File: config.mk
export PLATFORM = sky130hd
export DESIGN_NAME = shell_line_tokenizer_flat
export DESIGN_NICKNAME = d
export VERILOG_FILES = /design/src/design/slt_pkg.sv /design/src/design/slt_if.sv /design/src/design/shell_line_tokenizer.sv /design/src/design/slt_front.sv /design/src/design/slt_queue.sv /design/src/design/slt_back.sv /design/src/flat_wrapper.sv
export SDC_FILE = /design/constraint.sdc
export NUM_CORES = 1
export LEC_CHECK = 0
export BUFFER_PORTS_ARGS = -buffer_cell sky130_fd_sc_hd__buf_2
export CORE_MARGIN = 2
export CORE_UTILIZATION = 60
export DETAILED_ROUTE_END_ITERATION = 6
export HOLD_SLACK_MARGIN = 0.1
export PLACE_DENSITY = 0.83
export SETUP_SLACK_MARGIN = 0.05
export SLEW_MARGIN = 20
export SYNTH_ARGS = -nofsm -noshare
export SYNTH_HDL_FRONTEND = slang
export SYNTH_HIERARCHICAL = 1
export SYNTH_SLANG_ARGS = --single-unit
File: constraint.sdc
create_clock -name clk -period 5.01 [get_ports clk]
set_input_delay 0.2505 -clock clk [delete_from_list [all_inputs] [get_ports clk]]
set_output_delay 0.2505 -clock clk [all_outputs]
set_load 0.01 [all_outputs]
File: src/design/slt_pkg.sv
// Shared types and codes of the shell line tokenizer.
package slt_pkg;

    // Result kinds
    localparam logic [2:0] KIND_BYTE  = 3'd0;
    localparam logic [2:0] KIND_EOT   = 3'd1;
    localparam logic [2:0] KIND_OP    = 3'd2;
    localparam logic [2:0] KIND_DONE  = 3'd3;
    localparam logic [2:0] KIND_ERR   = 3'd4;

    // Operator codes
    localparam logic [2:0] OP_PIPE     = 3'd0;
    localparam logic [2:0] OP_LESS     = 3'd1;
    localparam logic [2:0] OP_GREATER  = 3'd2;
    localparam logic [2:0] OP_AMP      = 3'd3;
    localparam logic [2:0] OP_SEMI     = 3'd4;
    localparam logic [2:0] OP_DGREATER = 3'd5;

    // Lexer modes
    localparam logic [2:0] MODE_NORMAL = 3'd0;
    localparam logic [2:0] MODE_SQUOTE = 3'd1;
    localparam logic [2:0] MODE_DQUOTE = 3'd2;
    localparam logic [2:0] MODE_ESC    = 3'd3;
    localparam logic [2:0] MODE_DQ_ESC = 3'd4;

    // Characters of interest
    localparam logic [7:0] CH_PIPE    = 8'h7C;
    localparam logic [7:0] CH_LESS    = 8'h3C;
    localparam logic [7:0] CH_GREATER = 8'h3E;
    localparam logic [7:0] CH_AMP     = 8'h26;
    localparam logic [7:0] CH_SEMI    = 8'h3B;
    localparam logic [7:0] CH_BSLASH  = 8'h5C;
    localparam logic [7:0] CH_SQUOTE  = 8'h27;
    localparam logic [7:0] CH_DQUOTE  = 8'h22;
    localparam logic [7:0] CH_SPACE   = 8'h20;
    localparam logic [7:0] CH_TAB     = 8'h09;
    localparam logic [7:0] CH_CR      = 8'h0D;

    // Most results one byte can cause
    localparam int MAX_RES = 3;

    typedef struct packed {
        logic [2:0] kind;
        logic [7:0] token_byte;
        logic [2:0] operator_code;
    } result_t;

    // All results of one input byte, queued as one entry
    typedef struct packed {
        logic [1:0]                  count;
        result_t [MAX_RES-1:0]       res;
    } bundle_t;

endpackage

File: src/design/slt_if.sv
// Stream interfaces for line bytes in and token results out.
interface slt_char_if;
    logic       valid;
    logic       ready;
    logic [7:0] char_byte;
    logic       end_of_line;

    modport source (output valid, output char_byte, output end_of_line, input ready);
    modport sink   (input valid, input char_byte, input end_of_line, output ready);
endinterface

interface slt_tok_if;
    logic       valid;
    logic       ready;
    logic [2:0] kind;
    logic [7:0] token_byte;
    logic [2:0] operator_code;
    logic       last_of_run;

    modport source (output valid, output kind, output token_byte, output operator_code,
                    output last_of_run, input ready);
    modport sink   (input valid, input kind, input token_byte, input operator_code,
                    input last_of_run, output ready);
endinterface

File: src/design/shell_line_tokenizer.sv
// Top level of the shell line tokenizer: front end, bundle queue, back end.
//
//   channel  dir  payload                                        role
//   chars    in   char_byte[8], end_of_line                      one line byte per request
//   tokens   out  kind[3], token_byte[8], operator_code[3], last result stream
//
// A byte is taken every cycle while the queue has room; its results (zero to
// three) are queued as one bundle, unless there are none, and leave one per
// cycle while the output is ready, so the output side sets the sustained rate.
// Reset clears lexer state, queue pointers and the result index.
// A stalled output fills the QUEUE_DEPTH-entry queue, then input ready drops.
module shell_line_tokenizer
#(
    parameter int QUEUE_DEPTH = 4
)
(
    input  logic       clk,
    input  logic       rst_n,
    slt_char_if.sink   chars,
    slt_tok_if.source  tokens
);

    logic             push, pop, full, empty;
    slt_pkg::bundle_t push_data, head;

    slt_front u_front
    (
        .clk       (clk),
        .rst_n     (rst_n),
        .chars     (chars),
        .q_full    (full),
        .push      (push),
        .push_data (push_data)
    );

    slt_queue #(.DEPTH(QUEUE_DEPTH)) u_queue
    (
        .clk       (clk),
        .rst_n     (rst_n),
        .push      (push),
        .push_data (push_data),
        .pop       (pop),
        .full      (full),
        .empty     (empty),
        .head      (head)
    );

    slt_back u_back
    (
        .clk    (clk),
        .rst_n  (rst_n),
        .empty  (empty),
        .head   (head),
        .pop    (pop),
        .tokens (tokens)
    );

endmodule

File: src/design/slt_front.sv
// Front end: accepts line bytes, tracks lexer state, builds result bundles.
module slt_front
(
    input  logic             clk,
    input  logic             rst_n,
    slt_char_if.sink         chars,
    input  logic             q_full,
    output logic             push,
    output slt_pkg::bundle_t push_data
);

    logic [2:0] mode_reg, mode_next;
    logic       word_open_reg, word_open_next;
    logic       held_reg, held_next;

    logic       accept;
    logic [7:0] c;
    logic       blank;
    logic       is_op;
    logic [2:0] op;
    logic [1:0] n;
    slt_pkg::result_t [slt_pkg::MAX_RES-1:0] res;

    assign chars.ready = !q_full;
    assign accept      = chars.valid && chars.ready;
    assign c           = chars.char_byte;
    assign blank       = (c == slt_pkg::CH_SPACE) ||
                         ((c >= slt_pkg::CH_TAB) && (c <= slt_pkg::CH_CR));

    // Decode operator characters
    always_comb
    begin
        is_op = 1'b1;
        op    = slt_pkg::OP_PIPE;
        unique case (c)
            slt_pkg::CH_PIPE:    op = slt_pkg::OP_PIPE;
            slt_pkg::CH_LESS:    op = slt_pkg::OP_LESS;
            slt_pkg::CH_GREATER: op = slt_pkg::OP_GREATER;
            slt_pkg::CH_AMP:     op = slt_pkg::OP_AMP;
            slt_pkg::CH_SEMI:    op = slt_pkg::OP_SEMI;
            default:             is_op = 1'b0;
        endcase
    end

    // Build the results of this byte and the next lexer state
    always_comb
    begin
        mode_next      = mode_reg;
        word_open_next = word_open_reg;
        held_next      = held_reg;
        n              = 2'd0;
        res            = '0;

        if (chars.end_of_line)
        begin
            if (held_reg)
            begin
                res[n].kind          = slt_pkg::KIND_OP;
                res[n].operator_code = slt_pkg::OP_GREATER;
                n = n + 2'd1;
            end
            if (mode_reg != slt_pkg::MODE_NORMAL)
            begin
                res[n].kind = slt_pkg::KIND_ERR;
                n = n + 2'd1;
            end
            else
            begin
                if (word_open_reg)
                begin
                    res[n].kind = slt_pkg::KIND_EOT;
                    n = n + 2'd1;
                end
                res[n].kind = slt_pkg::KIND_DONE;
                n = n + 2'd1;
            end
            mode_next      = slt_pkg::MODE_NORMAL;
            word_open_next = 1'b0;
            held_next      = 1'b0;
        end
        else if (held_reg && (c == slt_pkg::CH_GREATER))
        begin
            // Pair the held greater into a double greater
            res[n].kind          = slt_pkg::KIND_OP;
            res[n].operator_code = slt_pkg::OP_DGREATER;
            n = n + 2'd1;
            held_next = 1'b0;
        end
        else
        begin
            if (held_reg)
            begin
                res[n].kind          = slt_pkg::KIND_OP;
                res[n].operator_code = slt_pkg::OP_GREATER;
                n = n + 2'd1;
                held_next = 1'b0;
            end

            unique case (mode_reg)
                slt_pkg::MODE_ESC:
                begin
                    res[n].token_byte = c;
                    n = n + 2'd1;
                    word_open_next = 1'b1;
                    mode_next      = slt_pkg::MODE_NORMAL;
                end
                slt_pkg::MODE_DQ_ESC:
                begin
                    res[n].token_byte = c;
                    n = n + 2'd1;
                    word_open_next = 1'b1;
                    mode_next      = slt_pkg::MODE_DQUOTE;
                end
                slt_pkg::MODE_SQUOTE:
                begin
                    if (c == slt_pkg::CH_SQUOTE)
                        mode_next = slt_pkg::MODE_NORMAL;
                    else
                    begin
                        res[n].token_byte = c;
                        n = n + 2'd1;
                        word_open_next = 1'b1;
                    end
                end
                slt_pkg::MODE_DQUOTE:
                begin
                    if (c == slt_pkg::CH_DQUOTE)
                        mode_next = slt_pkg::MODE_NORMAL;
                    else if (c == slt_pkg::CH_BSLASH)
                        mode_next = slt_pkg::MODE_DQ_ESC;
                    else
                    begin
                        res[n].token_byte = c;
                        n = n + 2'd1;
                        word_open_next = 1'b1;
                    end
                end
                default:
                begin
                    mode_next = slt_pkg::MODE_NORMAL;
                    if (blank)
                    begin
                        if (word_open_reg)
                        begin
                            res[n].kind = slt_pkg::KIND_EOT;
                            n = n + 2'd1;
                        end
                        word_open_next = 1'b0;
                    end
                    else if (c == slt_pkg::CH_BSLASH)
                        mode_next = slt_pkg::MODE_ESC;
                    else if (c == slt_pkg::CH_SQUOTE)
                        mode_next = slt_pkg::MODE_SQUOTE;
                    else if (c == slt_pkg::CH_DQUOTE)
                        mode_next = slt_pkg::MODE_DQUOTE;
                    else if (is_op)
                    begin
                        if (word_open_reg)
                        begin
                            res[n].kind = slt_pkg::KIND_EOT;
                            n = n + 2'd1;
                        end
                        word_open_next = 1'b0;
                        if (c == slt_pkg::CH_GREATER)
                            held_next = 1'b1;
                        else
                        begin
                            res[n].kind          = slt_pkg::KIND_OP;
                            res[n].operator_code = op;
                            n = n + 2'd1;
                        end
                    end
                    else
                    begin
                        res[n].token_byte = c;
                        n = n + 2'd1;
                        word_open_next = 1'b1;
                    end
                end
            endcase
        end
    end

    // Queue only bytes that cause results
    assign push            = accept && (n != 2'd0);
    assign push_data.count = n;
    assign push_data.res   = res;

    // Advance lexer state on each accepted request
    always_ff @(posedge clk or negedge rst_n)
    begin
        if (!rst_n)
        begin
            mode_reg      <= slt_pkg::MODE_NORMAL;
            word_open_reg <= 1'b0;
            held_reg      <= 1'b0;
        end
        else if (accept)
        begin
            mode_reg      <= mode_next;
            word_open_reg <= word_open_next;
            held_reg      <= held_next;
        end
    end

endmodule

File: src/design/slt_queue.sv
// Short register queue of result bundles between front and back.
module slt_queue
#(
    parameter int DEPTH = 4
)
(
    input  logic             clk,
    input  logic             rst_n,
    input  logic             push,
    input  slt_pkg::bundle_t push_data,
    input  logic             pop,
    output logic             full,
    output logic             empty,
    output slt_pkg::bundle_t head
);

    localparam int PTR_W = (DEPTH > 1) ? $clog2(DEPTH) : 1;
    localparam int CNT_W = $clog2(DEPTH + 1);

    slt_pkg::bundle_t entry_reg [DEPTH];
    logic [PTR_W-1:0] wr_ptr_reg, rd_ptr_reg;
    logic [CNT_W-1:0] count_reg;
    logic             do_push, do_pop;

    assign full    = (count_reg == CNT_W'(DEPTH));
    assign empty   = (count_reg == '0);
    assign head    = entry_reg[rd_ptr_reg];
    assign do_push = push && !full;
    assign do_pop  = pop && !empty;

    // Store incoming bundles
    always_ff @(posedge clk)
    begin
        if (do_push)
            entry_reg[wr_ptr_reg] <= push_data;
    end

    // Advance pointers and fill count
    always_ff @(posedge clk or negedge rst_n)
    begin
        if (!rst_n)
        begin
            wr_ptr_reg <= '0;
            rd_ptr_reg <= '0;
            count_reg  <= '0;
        end
        else
        begin
            if (do_push)
                wr_ptr_reg <= (wr_ptr_reg == PTR_W'(DEPTH - 1)) ? '0 : wr_ptr_reg + 1'b1;
            if (do_pop)
                rd_ptr_reg <= (rd_ptr_reg == PTR_W'(DEPTH - 1)) ? '0 : rd_ptr_reg + 1'b1;
            if (do_push && !do_pop)
                count_reg <= count_reg + 1'b1;
            else if (do_pop && !do_push)
                count_reg <= count_reg - 1'b1;
        end
    end

endmodule

File: src/design/slt_back.sv
// Back end: plays out the results of each queued bundle one per cycle while the token side is ready.
module slt_back
(
    input  logic             clk,
    input  logic             rst_n,
    input  logic             empty,
    input  slt_pkg::bundle_t head,
    output logic             pop,
    slt_tok_if.source        tokens
);

    logic [1:0] sub_reg, sub_next;
    logic       last;
    logic       take;

    assign last  = (sub_reg == (head.count - 2'd1));
    assign take  = tokens.valid && tokens.ready;
    assign pop   = take && last;

    assign tokens.valid         = !empty;
    assign tokens.kind          = head.res[sub_reg].kind;
    assign tokens.token_byte    = head.res[sub_reg].token_byte;
    assign tokens.operator_code = head.res[sub_reg].operator_code;
    assign tokens.last_of_run   = last;

    // Step through the bundle, restart on the next one
    always_comb
    begin
        sub_next = sub_reg;
        if (pop)
            sub_next = 2'd0;
        else if (take)
            sub_next = sub_reg + 2'd1;
    end

    always_ff @(posedge clk or negedge rst_n)
    begin
        if (!rst_n)
            sub_reg <= 2'd0;
        else
            sub_reg <= sub_next;
    end

endmodule

File: src/flat_wrapper.sv
// flat-port wrapper written by rule: the top's interface ports become plain ports
module shell_line_tokenizer_flat 
#(
    parameter int QUEUE_DEPTH = 4
)
  (clk, rst_n, chars_valid, chars_char_byte, chars_end_of_line, chars_ready, tokens_valid, tokens_kind, tokens_token_byte, tokens_operator_code, tokens_last_of_run, tokens_ready);
  slt_char_if chars_i ();
  slt_tok_if tokens_i ();
  input  logic clk;
  input  logic rst_n;
  input wire logic [$bits(chars_i.valid)-1:0] chars_valid;
  input wire logic [$bits(chars_i.char_byte)-1:0] chars_char_byte;
  input wire logic [$bits(chars_i.end_of_line)-1:0] chars_end_of_line;
  output wire logic [$bits(chars_i.ready)-1:0] chars_ready;
  output wire logic [$bits(tokens_i.valid)-1:0] tokens_valid;
  output wire logic [$bits(tokens_i.kind)-1:0] tokens_kind;
  output wire logic [$bits(tokens_i.token_byte)-1:0] tokens_token_byte;
  output wire logic [$bits(tokens_i.operator_code)-1:0] tokens_operator_code;
  output wire logic [$bits(tokens_i.last_of_run)-1:0] tokens_last_of_run;
  input wire logic [$bits(tokens_i.ready)-1:0] tokens_ready;
  assign chars_i.valid = chars_valid;
  assign chars_i.char_byte = chars_char_byte;
  assign chars_i.end_of_line = chars_end_of_line;
  assign chars_ready = chars_i.ready;
  assign tokens_valid = tokens_i.valid;
  assign tokens_kind = tokens_i.kind;
  assign tokens_token_byte = tokens_i.token_byte;
  assign tokens_operator_code = tokens_i.operator_code;
  assign tokens_last_of_run = tokens_i.last_of_run;
  assign tokens_i.ready = tokens_ready;
  shell_line_tokenizer #(.QUEUE_DEPTH(QUEUE_DEPTH)) u_core (.clk(clk), .rst_n(rst_n), .chars(chars_i), .tokens(tokens_i));
endmodule
== Word level (Yosys, flattened, before mapping) ==
Memory sizes are Yosys's and may differ from the RTL's.
Cells that the tools add are included.
Word-level totals
  register bits after elaboration: 14
  RAM bits: 176
  bits of input ports: 13
  output and inout bits: 17
  logic and storage cells: 206
  memories kept: 1
Operators by class
  add/sub/neg operators: 10
  $lt $le $gt $ge: 11
  equal/unequal tests: 26
  muxes and demuxes: 122
  reduce and logical (&&, ||, !) cells: 29
Memories
  u_core.u_queue.entry_reg: depth 4, bits a word 44, rd ports 1, clocked after memory_dff 0, wr ports 1, line slt_queue.sv:20  | slt_pkg::bundle_t entry_reg [DEPTH];
Operators by type and width (count)
  42-bit two-way mux: 23
  42-bit bitwise mux: 7
  14-bit demux with 2-bit select: 6
  42-bit case mux with 3 select lines: 1
  2-bit two-way mux: 36
  14-bit two-way mux: 5
  8-bit by 6-bit equality test with 1-bit output (second input constant): 7
  3-bit two-way mux: 13
  14-bit binary-select mux with 2-bit select: 1
  28-bit two-way mux: 1
  3-bit case mux with 4 select lines: 2
  1-bit two-way mux: 23
  8-bit by 7-bit equality test with 1-bit output (second input constant): 2
  2-bit by 3-bit less-than comparator with 1-bit output (second input constant): 5
  5-bit by 4-bit inequality test with 1-bit output (second input constant): 3
  2-bit by 1-bit adder with 2-bit output (second input constant): 7
  1-bit logical AND: 14
  3-bit inequality test (second input constant): 4
  11-bit two-way mux: 1
  2-bit by 1-bit >= comparator with 1-bit output (second input constant): 4
  8-bit by 4-bit >= comparator with 1-bit output (second input constant): 1
  8-bit by 4-bit less-or-equal comparator with 1-bit output (second input constant): 1
  8-bit two-way mux: 1
  8-bit AND reduction: 1
  21 further kinds: 29

== Longest topological paths before layout ==
Gate-level depths: netlist (run 1).
  depth after elaboration: 31
  mapped depth: 17

== Modules after synthesis ==
The synthesis (run 1) kept the hierarchy.
Modules (own cells, without submodules)
  slt_queue: instances 1, cells an instance 267, area an instance 6849.1 um^2
  slt_front: instances 1, cells an instance 194, area an instance 1327.5 um^2
  slt_back: instances 1, cells an instance 64, area an instance 495.5 um^2

== Least setup slack after synthesis (run 1) ==
OpenSTA, ideal clock, no wires.
  kind: input-to-reg
  from: input port chars_char_byte[5]
  to: memory u_core/u_queue/entry_reg[3][0] (netlist bit) (enable)
  setup time: 0.446 ns
  arrival: 4.076 ns
  required time: 4.564 ns
  setup slack: 0.488 ns
  stages on the path: 12
  path buffers: 1
  cells stage by stage: clkbuf_1 -> and4bb_2 -> nand2_1 -> ha_1 -> a21oi_1 -> o21ai_0 -> a211oi_4 -> a22o_2 -> a31oi_2 -> o31a_1 -> nand2_1 -> nor2_1
RTL lines
  start: declaration: line flat_wrapper.sv:12  | input wire logic [$bits(chars_i.char_byte)-1:0] chars_char_byte;
  end: declaration: line slt_queue.sv:20

==> results of run 1 <==
[synthesized netlist by cell type (all sizes together) (8+ instances only)]
| cell | instances |
|---|---|
| edfxtp | 176 |
| a21oi | 11 |
| nor3 | 11 |
| o21ai | 27 |
| and2 | 22 |
| dfrtp | 14 |
| inv | 13 |
| clkbuf | 8 |
| ha | 14 |
| buf | 25 |
| mux2i | 15 |
| nand3 | 8 |
| mux4 | 44 |
| nor2 | 24 |
| nand2 | 35 |
[per-layer routing]
metal	vias up	routed length, um
met5	-	0
met4	0	336
met3	30	976
met2	192	8640
met1	2457	7230
li1	2112	-
[worst paths after layout]
kind / startpoint / to / slack (ns) / cells after the start
setup / recovery: u_core/u_front/held_reg$_DFFE_PN0P_ / u_core/u_queue/count_reg[2]$_DFFE_PN0P_ / 1.30 / 13
hold / removal: chars_valid / u_core/u_front/held_reg$_DFFE_PN0P_ / 0.22 / 3
setup reg to reg: u_core/u_front/held_reg$_DFFE_PN0P_ / u_core/u_queue/count_reg[2]$_DFFE_PN0P_ / 1.30 / 13
hold reg to reg: u_core/u_queue/count_reg[2]$_DFFE_PN0P_ / u_core/u_queue/count_reg[2]$_DFFE_PN0P_ / 0.54 / 1
max in group asynchronous: rst_n / u_core/u_queue/rd_ptr_reg[1]$_DFFE_PN0P_ / 4.50 / 2
min in group asynchronous: rst_n / u_core/u_back/sub_reg[1]$_DFFE_PN0P_ / 0.24 / 2
[kinds of logic (layout without fill, tap and decap cells)]
| kind of cell | Yosys count | after routing |
|---|---|---|
| DFF | 190 | 190 |
| xor gates and xnor gates | 5 | 5 |
| muxes | 63 | 63 |
| buffers and inverters | 46 | 83 |
| and+or+nand+nor | 132 | 132 |
| adders and majority gates | 16 | 16 |
| other | 1 | 9 |
| AOI/OAI and AO/OA | 72 | 72 |
[cells in the final DEF (no fill, tap or decap), types with 3 or more instances in the layout]
| master | netlist | routed |
|---|---|---|
| and2_1 | 21 | 18 |
| nand2b_1 | 4 | 4 |
| and3_1 | 5 | 5 |
| o21ai_0 | 23 | 23 |
| nand3_1 | 7 | 7 |
| nor2_1 | 23 | 22 |
| edfxtp_1 | 176 | 176 |
| a21oi_1 | 10 | 10 |
| and2_2 | 0 | 3 |
| nand2_1 | 35 | 35 |
| clkinvlp_4 | 0 | 3 |
| inv_1 | 13 | 13 |
| nor3_1 | 11 | 11 |
| ha_1 | 14 | 14 |
| clkbuf_16 | 0 | 17 |
| buf_4 | 9 | 6 |
| inv_6 | 0 | 6 |
| buf_2 | 5 | 29 |
| mux4_2 | 44 | 44 |
| nor2b_1 | 3 | 3 |
| conb_1 | 1 | 9 |
| o21ai_1 | 4 | 4 |
| mux2i_1 | 15 | 15 |
| dfrtp_1 | 14 | 12 |
[power groups by stage]
stage	Clock, mW	Sequential [mW]	Combinational [mW]
6_report	1.31	2.26	1.59
5_1_grt	1.38	2.30	1.72
4_1_cts	1.32	2.26	1.62
3_5_place_dp	0	2.29	1.59
3_3_place_gp	0	2.26	1.55
2_1_floorplan	0	2.18	1.31
[stage by stage]
step	area [sq um]	total power [mW]
3_5_place_dp	8880	3.88
2_1_floorplan	8700	3.49
3_3_place_gp	8880	3.82
5_1_grt	9470	5.40
4_1_cts	9470	5.20
6_report	9470	5.16
[area by class of cell]
type | instances | area [sq um]
Tap cell | 180 | 225
Clock inverter | 15 | 150
Clock buffer | 17 | 425
Fill cell | 903 | 4520
Inverter | 13 | 48.8
Multi-Input combinational cell | 297 | 2740
Timing Repair Buffer | 38 | 240
Sequential cell | 190 | 5640
[worst min-delay path, cell delays in order]
cell and delay, ns:
buf_2 0.10, nand2_1 0.12, a22o_1 0.15
[repair_timing]
action,CTS,global route
setup buffers,0,0
hold buffers,1,0
hold endpoints to repair,14,0
==> results.md, run 1 <==
- RSZ-0062 raised after global routing: no
- Initial antenna violation count: 0
- Worst Hold Class: in -> reg
- Psw: 1.64 mW
- Grt ovf: 0
- Total Routing Usage GR: 0.234
- Yosys top cell area share: 0.609
- Violated checks: design-rule violations
- Relative slew margins: 0.448
- ANT nets after route: 0
- Synth top area cells: edfxtp_1 61%, mux4_2 11%, dfrtp_1 4.0%, ha_1 2.0%, mux2i_1 1.7%
- Peak supply drop: 0.289 mV
- Placed Cells: 717
- Fraction of the mapped netlist area in compound gates: 0.0574
- CP endpoint kind: flip-flop
- Critical path class: reg -> reg
- Layout Skew: between 0.005 and 0.006 ns
- Vias per inst: ~6.4
- Clock share of power: 0.253
- Final wirelength: 17200 um
- Post-route DRC: 1
- Std cell rows: 43
- Final core utilization: 0.677
- Critical path peak fanout: 21
- DRT iter0 DRCs: 583
- Setup violations, final: 0
- Simple-gate share of the synthesized area: 0.0860
- Area grow syn2layout: 9.19%
- Post-Layout Cell Count: 750
- Gr busiest metal: met2
- Core area: around 14000 sq um
- Setup TNS: 0 ns
- Met2 usage: 0.368
- Pin count of the biggest net entering global routing: 47
- Sw Ratio: 0.318
- Xor/xnor cell area share of the yosys netlist: 0.00592
- Yosys top cell by area: edfxtp_1
- Crit share post-route: 0.741
- Clock sink count: 190
- Vias post-DR: 4791
- Static Leak: 3.28 nW
- First-pass GRT wire length: ~27000 um
- Yosys reg bits: 190
- CTS tree: done
- WL per Instance: ~23 um
- CTS Buf Count: 17
- Asr flop ratio synth: 0.0737
- Root Buffer: clkbuf_16
- Delay-heaviest family, CP: adder cells
- Ports: 30
- YS warnings: 6
- Fin nets: 585
- Outcome: finished, violations left
- Worst-path clk slew: 0.07 ns
- Worst path bufs/invs: 2
- Cell Pwr Density: between 500 and 600 nW/um^2
- Antenna cells: 0
- Syn_area_per_cell: ~17 sq um
- Synth Area in Adders: 0.0237
- Slowest CP cell: dfrtp_1
- Maximum clock frequency: between 200 and 300 MHz
- Largest family of logic cells by synthesized area: multiplexers
- Pre-antenna DRT Iters: 7
- Unique masters post-synth: 76
- DP Wirelength: between 10000 and 15000 um
- Mux cell area share after synthesis: 0.138
- Vert. Die Dim: 124 um
- Cts repair resizes: 0
- Max Cap Viol: 0
- Internal power: 3.52 mW
- Met3 Usage GRT: 0.0469
- Comb power frac: 0.308
- Die width: 124 um
- Sequential-to-total area share from yosys stat: 0.650
- Worst slew pin tran: about 0.83 ns
- Main synth FF type: edfxtp_1
- Routability Congestion: about 0.86
- Final hold vios: 0
- Max reg flops: 176
- Layout cells sized above 1: 0.251
- Fin. max-slew vios: 0
- Post-synth EDFFs: 176
- Vias in the first global route: 4859
- Cells after Synth: 525
- Worst Setup Start Kind: flip-flop
- Starting density of the core: 0.620
- Min Tclk post-route: 3.71 ns
- Sequential power share: 0.439
- Port Buffer Count: 29
- CP cell instances: inv_1 -> ha_1 -> o21ai_0 -> a22o_2 -> a31oi_2 -> o31a_1 -> nor2b_4 -> ha_1 -> inv_1 -> fa_1 -> xor2_1 -> nor2_1 -> xor2_1
- Slowest stage delay, CP: 0.78 ns
- Arr. time, crit path: between 4 and 5 ns
- Min Hold Slack: 0.220 ns
- Clk_lat worst skew: 0.44 ns
- Met1 Use GR: 0.330
- Mapped Area: 8670 sq um
- Die area: roughly 15000 sq um
- CTS max path bufs: 2
- Required time of the critical path: 5.37 ns
- CTS H-tree depth: 4
- Placement Setup Slack: 1.28 ns
- Setup ws final: 1.30 ns
(Power assumes the default switching activity.)
==> run 2, diff against run 1 <==
- ABC_AREA: not set -> 1
- clock period: 5.01 -> 3.43 ns (I/O delays scaled with it)
==> results.md, run 2 <==
- Vias post-DR: 6463 (+35%)
- Vias per inst: 5.59 (-13%)
- DRT iter0 DRCs: 924 (+58%)
- Synth top cells by count: 214 x nand2_1, 176 x edfxtp_1, 140 x inv_1
- Start point of the critical path: u_core/u_front/word_open_reg$_DFFE_PN0P_
- Asr flop ratio synth: 0.0737 (unchanged)
- Max reg flops: 176 (unchanged)
- Area grow syn2layout: 9.09% (about the same)
- Crit share post-route: 0.902 (+0.161)
- Port Buffer Count: 29 (unchanged)
- Fin area: 10400 sq um (+9.4%)
- Critical path class: reg -> reg
- Core area: 15300 sq um (+9.5%)
- Placed Cells: 1123 (+57%)
- Cell Pwr Density: 821 nW/um^2 (+51%)
- Total Routing Usage GR: 0.242 (+0.00782)
- Ports: 30 (unchanged)
- Antenna cells: 0 (unchanged)
- Post-route DRC: 0 (-1)
- CTS tree: done
- Relative slew margins: 0.485 (+0.0372)
- Worst Hold Class: in -> async
- Unique masters post-synth: 41 (-46%)
- Placed cell area: 9730 sq um (+9.5%)
- Layout cells sized above 1: 0.146 (-0.105)
- Pin count of the biggest net entering global routing: 133 (+180%)
- Vias in the first global route: 6021 (+24%)
- Clock share of power: 0.235 (-0.018)
- Internal power: 5.32 mW (+51%)
- Worst Setup Start Kind: flip-flop
- Die area: 16800 sq um (+9.2%)
- Peak supply drop: 0.478 mV (+65%)
- RSZ-0062 raised after global routing: no
- Sw Ratio: 0.374 (+0.0564)
- Std cell rows: 45 (+4.7%)
- Max Cap Viol: 0 (unchanged)
- CTS Buf Count: 17 (unchanged)
- Clock sink count: 190 (unchanged)
- Worst-path clk slew: 0.07 ns (about the same)
- Root Buffer: clkbuf_16
- Syn_area_per_cell: 10.4 sq um (-37%)
- Setup TNS: 0 ns (unchanged)
- Synth top area cells: edfxtp_1 56%, nand2_1 8.5%, o211ai_1 5.9%, inv_1 5.5%, dfrtp_1 3.7%
- Final core utilization: 0.676 (about the same)
- Commonest non-fill, non-tap cell in the layout: nand2_1
- Most frequent cells in the layout: 214 x nand2_1, 176 x edfxtp_1, 140 x inv_1
- R2R Path End: u_core/u_queue/count_reg[2]$_DFFE_PN0P_
- Starting density of the core: 0.620 (about the same)
- Cells after Synth: 910 (+73%)
- Vert. Die Dim: 130 um (+4.5%)
- Clk_lat worst skew: 0.44 ns (about the same)
- Setup violations, final: 0 (unchanged)
- ANT nets after route: 0 (unchanged)
- WL per Instance: 16.8 um (-27%)
- Arr. time, crit path: 3.41 ns (-0.67 ns)
- Cells on worst reg2reg path: 24 (+11)
- Comb power frac: 0.373 (+0.065)
- Psw: 3.18 mW (+94%)
- Post-synth EDFFs: 176 (unchanged)
- R2r startpoint: u_core/u_front/word_open_reg$_DFFE_PN0P_
- Mapped Area: 9500 sq um (+9.5%)
- Min Tclk post-route: 3.09 ns (-0.619 ns)
- Final wirelength: 19400 um (+13%)
- Cell with the most instances after synthesis: nand2_1
- First-pass GRT wire length: 30400 um (+12%)
- Fin. max-slew vios: 0 (unchanged)
- Pre-antenna DRT Iters: 5 (-2)
- Worst slew pin tran: 0.767 ns (-0.0617 ns)
- CTS max path bufs: 2 (unchanged)
- R2R setup slack: 0.34 ns (-0.96 ns)
- Yosys top cell area share: 0.557 (-0.0528)
- Initial antenna violation count: 1 (+1)
- Layout Skew: 0.0149 ns (+0.00917 ns)
- CTS H-tree depth: 4 (unchanged)
- Crit path capture: u_core/u_queue/count_reg[2]$_DFFE_PN0P_
- Main synth FF type: edfxtp_1
- Grt ovf: 0 (unchanged)
- Final hold vios: 0 (unchanged)
- Sequential-to-total area share from yosys stat: 0.593 (-0.0563)
- Required time of the critical path: 3.74 ns (-1.63 ns)
- Yosys reg bits: 190 (unchanged)
- Critical path peak fanout: 5 (-76%)
- Outcome: finished, final reports clean
- Die width: 130 um (+4.5%)
- DP Wirelength: 11800 um (+13%)
- Yosys top cell by area: edfxtp_1
- YS warnings: 6 (unchanged)
- Sequential power share: 0.392 (-0.047)
- Post-Layout Cell Count: 1157 (+54%)
- Maximum clock frequency: 323 MHz (+20%)
- Min Hold Slack: 0.176 ns (-0.0433 ns)
- Static Leak: 4.21 nW (+28%)
- Fin nets: 962 (+64%)
- CP endpoint kind: flip-flop
- Routability Congestion: 0.976 (+14%)
run 2: layer usage:
| layer | GRT usage | routed length, um |
|---|---|---|
| met1 | 0.320 | 8200 |
| met2 | 0.383 | 9260 |
| met3 | 0.0549 | 1400 |
| met4 | 0.114 | 563 |
| met5 | 0 | 0 |
run 2: area by class of cell:
cell class                 instances  area (sq um)
fill                            1104          4960
timing repair buffer              48           353
inverter                         150           574
clock buffer                      19           433
tap                              211           264
sequential                       190          5640
multi-input combinational        527          2930
clock inverter                    12           170
run 2: worst min path at each step:
stage	endpoint	slack (ns)	cells after the start
after floorplan	u_core/u_back/sub_reg[0]$_DFFE_PN0P_	-0.12	0
after global placement	u_core/u_queue/wr_ptr_reg[0]$_DFFE_PN0P_	0.10	1
after detailed placement	u_core/u_queue/wr_ptr_reg[0]$_DFFE_PN0P_	0.11	1
after CTS	u_core/u_front/held_reg$_DFFE_PN0P_	0.14	3
after global routing	u_core/u_front/held_reg$_DFFE_PN0P_	0.17	3
final	u_core/u_front/mode_reg[0]$_DFFE_PN0P_	0.18	2
run 2: worst max-delay path, stage by stage (launching register included):
cell	delay, ns
dfrtp_1	0.44
inv_1	0.12
ha_1	0.35
inv_1	0.14
nand2_1	0.08
nand2_1	0.08
nand2_1	0.05
nand3_1	0.06
nand2_1	0.05
nand2_1	0.06
nand2_1	0.05
nand2_1	0.06
nand2_1	0.05
nand2_1	0.14
nor2_1	0.07
nor2_2	0.13
nand2_1	0.08
inv_1	0.06
ha_1	0.17
inv_1	0.08
fa_1	0.38
nand2_1	0.10
nand3_1	0.07
nand2_1	0.06
nand2_1	0.05
run 2: power groups by stage:
stage,combinational (mW),clock (mW),sequential (mW)
3_3_place_gp,3.03,0,3.35
3_5_place_dp,3.11,0,3.38
2_1_floorplan,2.55,0,3.24
5_1_grt,3.51,2.11,3.38
6_report,3.17,2.00,3.33
4_1_cts,3.15,2.02,3.33
run 2: through the flow:
step / total power, mW / worst slack [ns]
after CTS: 8.50 / 0.361
after floorplan: 5.79 / -0.413
final: 8.50 / 0.335
after detailed placement: 6.49 / 0.378
after global placement: 6.39 / 0.516
after global routing: 8.99 / 0.0660
run 2: kinds of logic (layout without fill, tap and decap cells):
family          after synthesis  count (layout)  share of synthesized area
buf+inv                     201             229                      0.105
xor+xnor                      1               1                   0.000923
flops                       190             190                      0.593
other cells                   1               9                   0.000395
simple gates                346             346                      0.160
fa+ha+maj                    15              15                     0.0206
compound gates              156             156                      0.120
run 2: timing repair:
action,CTS,global route
resized for setup,0,1
endpoints found under the hold margin,14,0
hold buffers,1,0
setup buffers,0,2
setup endpoints to repair,0,1
==> run 3, diff against run 2 <==
- CORE_ASPECT_RATIO: not set -> 1.25
==> results.md, run 3 (same netlist as run 2, synthesis figures left out) <==
- Pin count of the biggest net entering global routing: 78 (-41%)
- Root Buffer: clkbuf_16
- Grt ovf: 0 (unchanged)
- Crit share post-route: 0.898 (-0.00431)
- CP Depth: 8 (-67%)
- Maximum clock frequency: 325 MHz (+0.48%)
- Min Tclk post-route: 3.08 ns (-0.0148 ns)
- Clk_lat worst skew: 0.43 ns (about the same)
- Met3 Usage GRT: 0.0350 (-0.0200)
- Fill count: 1120 (+1.4%)
- Multi-input logic area: 2930 sq um (unchanged)
- Setup TNS: 0 ns (unchanged)
- RSZ-0062 raised after global routing: no
- Slowest CP cell: buf_4
- DRT iter0 DRCs: 571 (-38%)
- Cells on worst reg2reg path: 19 (-21%)
- Relative slew margins: 0.402 (-0.0832)
- Die area: 16900 sq um (about the same)
- Initial antenna violation count: 0 (-1)
- Layout cells sized above 1: 0.152 (+0.00602)
- Clock sink count: 190 (unchanged)
- Final hold vios: 0 (unchanged)
- DP Wirelength: 12500 um (+6.4%)
- Fin area: 10400 sq um (about the same)
- Critical path peak fanout: 77 (+72)
- Layout Skew: 0.0123 ns (-0.00261 ns)
- Post-route DRC: 0 (unchanged)
- Critical path class: reg -> out
- WL per Instance: 16.8 um (about the same)
- CTS Buf Count: 17 (unchanged)
- Vias in the first global route: 5940 (-1.3%)
- Vias post-DR: 6415 (-0.74%)
- CTS max path bufs: 2 (unchanged)
- Worst Setup Start Kind: flip-flop
- Core area: 15500 sq um (+1.2%)
- Outcome: finished, final reports clean
- CTS H-tree depth: 4 (unchanged)
- ANT nets after route: 0 (unchanged)
- Arr. time, crit path: 2.91 ns (-0.50 ns)
- Delay-heaviest family, CP: buffers and inverters
- Vert. Die Dim: 145 um (+11%)
- Total Routing Usage GR: 0.241 (-0.000886)
- Post-CTS Setup Repair Bufs: 0 (unchanged)
- Min Hold Slack: 0.133 ns (-0.0434 ns)
- Pre-antenna DRT Iters: 5 (unchanged)
- Final wirelength: 19500 um (+0.29%)
- Power, Total: 8.43 mW (-0.86%)
- Area grow syn2layout: 9.07% (about the same)
- Final core utilization: 0.668 (-0.00851)
- Starting density of the core: 0.612 (-0.00765)
- Cell Pwr Density: 814 nW/um^2 (-0.83%)
- Static Leak: 4.21 nW (about the same)
- Met1 Use GR: 0.305 (-0.0153)
- Worst slew pin tran: 0.889 ns (+0.122 ns)
- Worst path bufs/invs: 3 (-1)
- Std cell rows: 51 (+13%)
- CTS tree: done
- Max Cap Viol: 0 (unchanged)
- Fin. max-slew vios: 0 (unchanged)
- Commonest non-fill, non-tap cell in the layout: nand2_1
- Die width: 117 um (-10%)
- Gr busiest metal: met2
- Routability Congestion: 0.929 (-4.8%)
- Antenna cells: 0 (unchanged)
- Required time of the critical path: 3.26 ns (-0.48 ns)
- Worst Hold Class: in -> reg
- Fin nets: 963 (+0.10%)
- Peak supply drop: 0.443 mV (-7.4%)
- Worst-path clk slew: 0.07 ns (about the same)
- Most frequent cells in the layout: 214 x nand2_1, 176 x edfxtp_1, 140 x inv_1
- CP cell instances: buf_4 -> buf_4 -> nand2_1 -> o211ai_1 -> nand2_1 -> nor2_1 -> o21ai_2 -> buf_2
- Vias per inst: 5.53 (-1.0%)
- Ports: 30 (unchanged)
- First-pass GRT wire length: 30300 um (-0.36%)
- Max reg flops: 176 (unchanged)
- Met2 usage: 0.419 (+0.0355)
- Setup violations, final: 0 (unchanged)
- Placed cell area: 9760 sq um (+0.37%)
- Port Buffer Count: 29 (unchanged)
- Slowest stage delay, CP: 0.70 ns (+0.26 ns)
- CP endpoint kind: primary output
- FF/Latch Area: 5640 sq um (unchanged)
- WHS Path Cells: 3
[run 3: layer usage]
metal  share of wire  vias to the layer above
li1                -                     3108
met1            0.39                     3012
met2            0.51                      260
met3           0.068                       35
met4           0.024                        0
met5               0                        -
[run 3: report_power, final]
group	switching, mW	internal, mW	leakage, nW
Clock	0.885	1.03	0.279
Combinational	2.20	1.06	2.16
Sequential	0.187	3.07	1.77
[run 3: metrics by stage]
step / worst slack [ns] / cells
after global placement: 0.476 / 1127
after floorplan: -0.413 / 918
after CTS: 0.366 / 1160
after detailed placement: 0.370 / 1127
final: 0.350 / 1160
after global routing: 0.0635 / 1160
[run 3: worst paths after layout]
path,end,start,slack (ns)
setup / recovery,tokens_token_byte[6],u_core/u_queue/rd_ptr_reg[0]$_DFFE_PN0P_,0.35
hold / removal,u_core/u_front/held_reg$_DFFE_PN0P_,chars_valid,0.13
setup reg to reg,u_core/u_queue/entry_reg[2][5]$_DFFE_PP_,u_core/u_front/word_open_reg$_DFFE_PN0P_,0.46
hold reg to reg,u_core/u_queue/count_reg[2]$_DFFE_PN0P_,u_core/u_queue/count_reg[2]$_DFFE_PN0P_,0.50
max in group asynchronous,u_core/u_queue/rd_ptr_reg[0]$_DFFE_PN0P_,rst_n,2.97
min in group asynchronous,u_core/u_front/mode_reg[1]$_DFFE_PN0P_,rst_n,0.17
[run 3: area by class of cell]
type                            count  share of cell area
Multi-Input combinational cell    527               0.282
Clock buffer                       17              0.0411
Tap cell                          212              0.0256
Timing Repair Buffer               49              0.0360
Inverter                          150              0.0555
Sequential cell                   190               0.545
Clock inverter                     15              0.0149
[run 3: repair_timing]
action                                 4_1_cts  5_1_grt
endpoints found under the hold margin       14        0
gates resized for setup                      0        1
hold buffers                                 1        0
setup endpoints to repair                    0        1
[run 3: worst reg2reg max path, delay by kind of cell, from the launching register on]
kind / cells / cell delay, ns
and+or+nand+nor: 14 / 1.24
DFF: 1 / 0.42
adders and majority gates: 1 / 0.34
buffers and inverters: 4 / 0.67
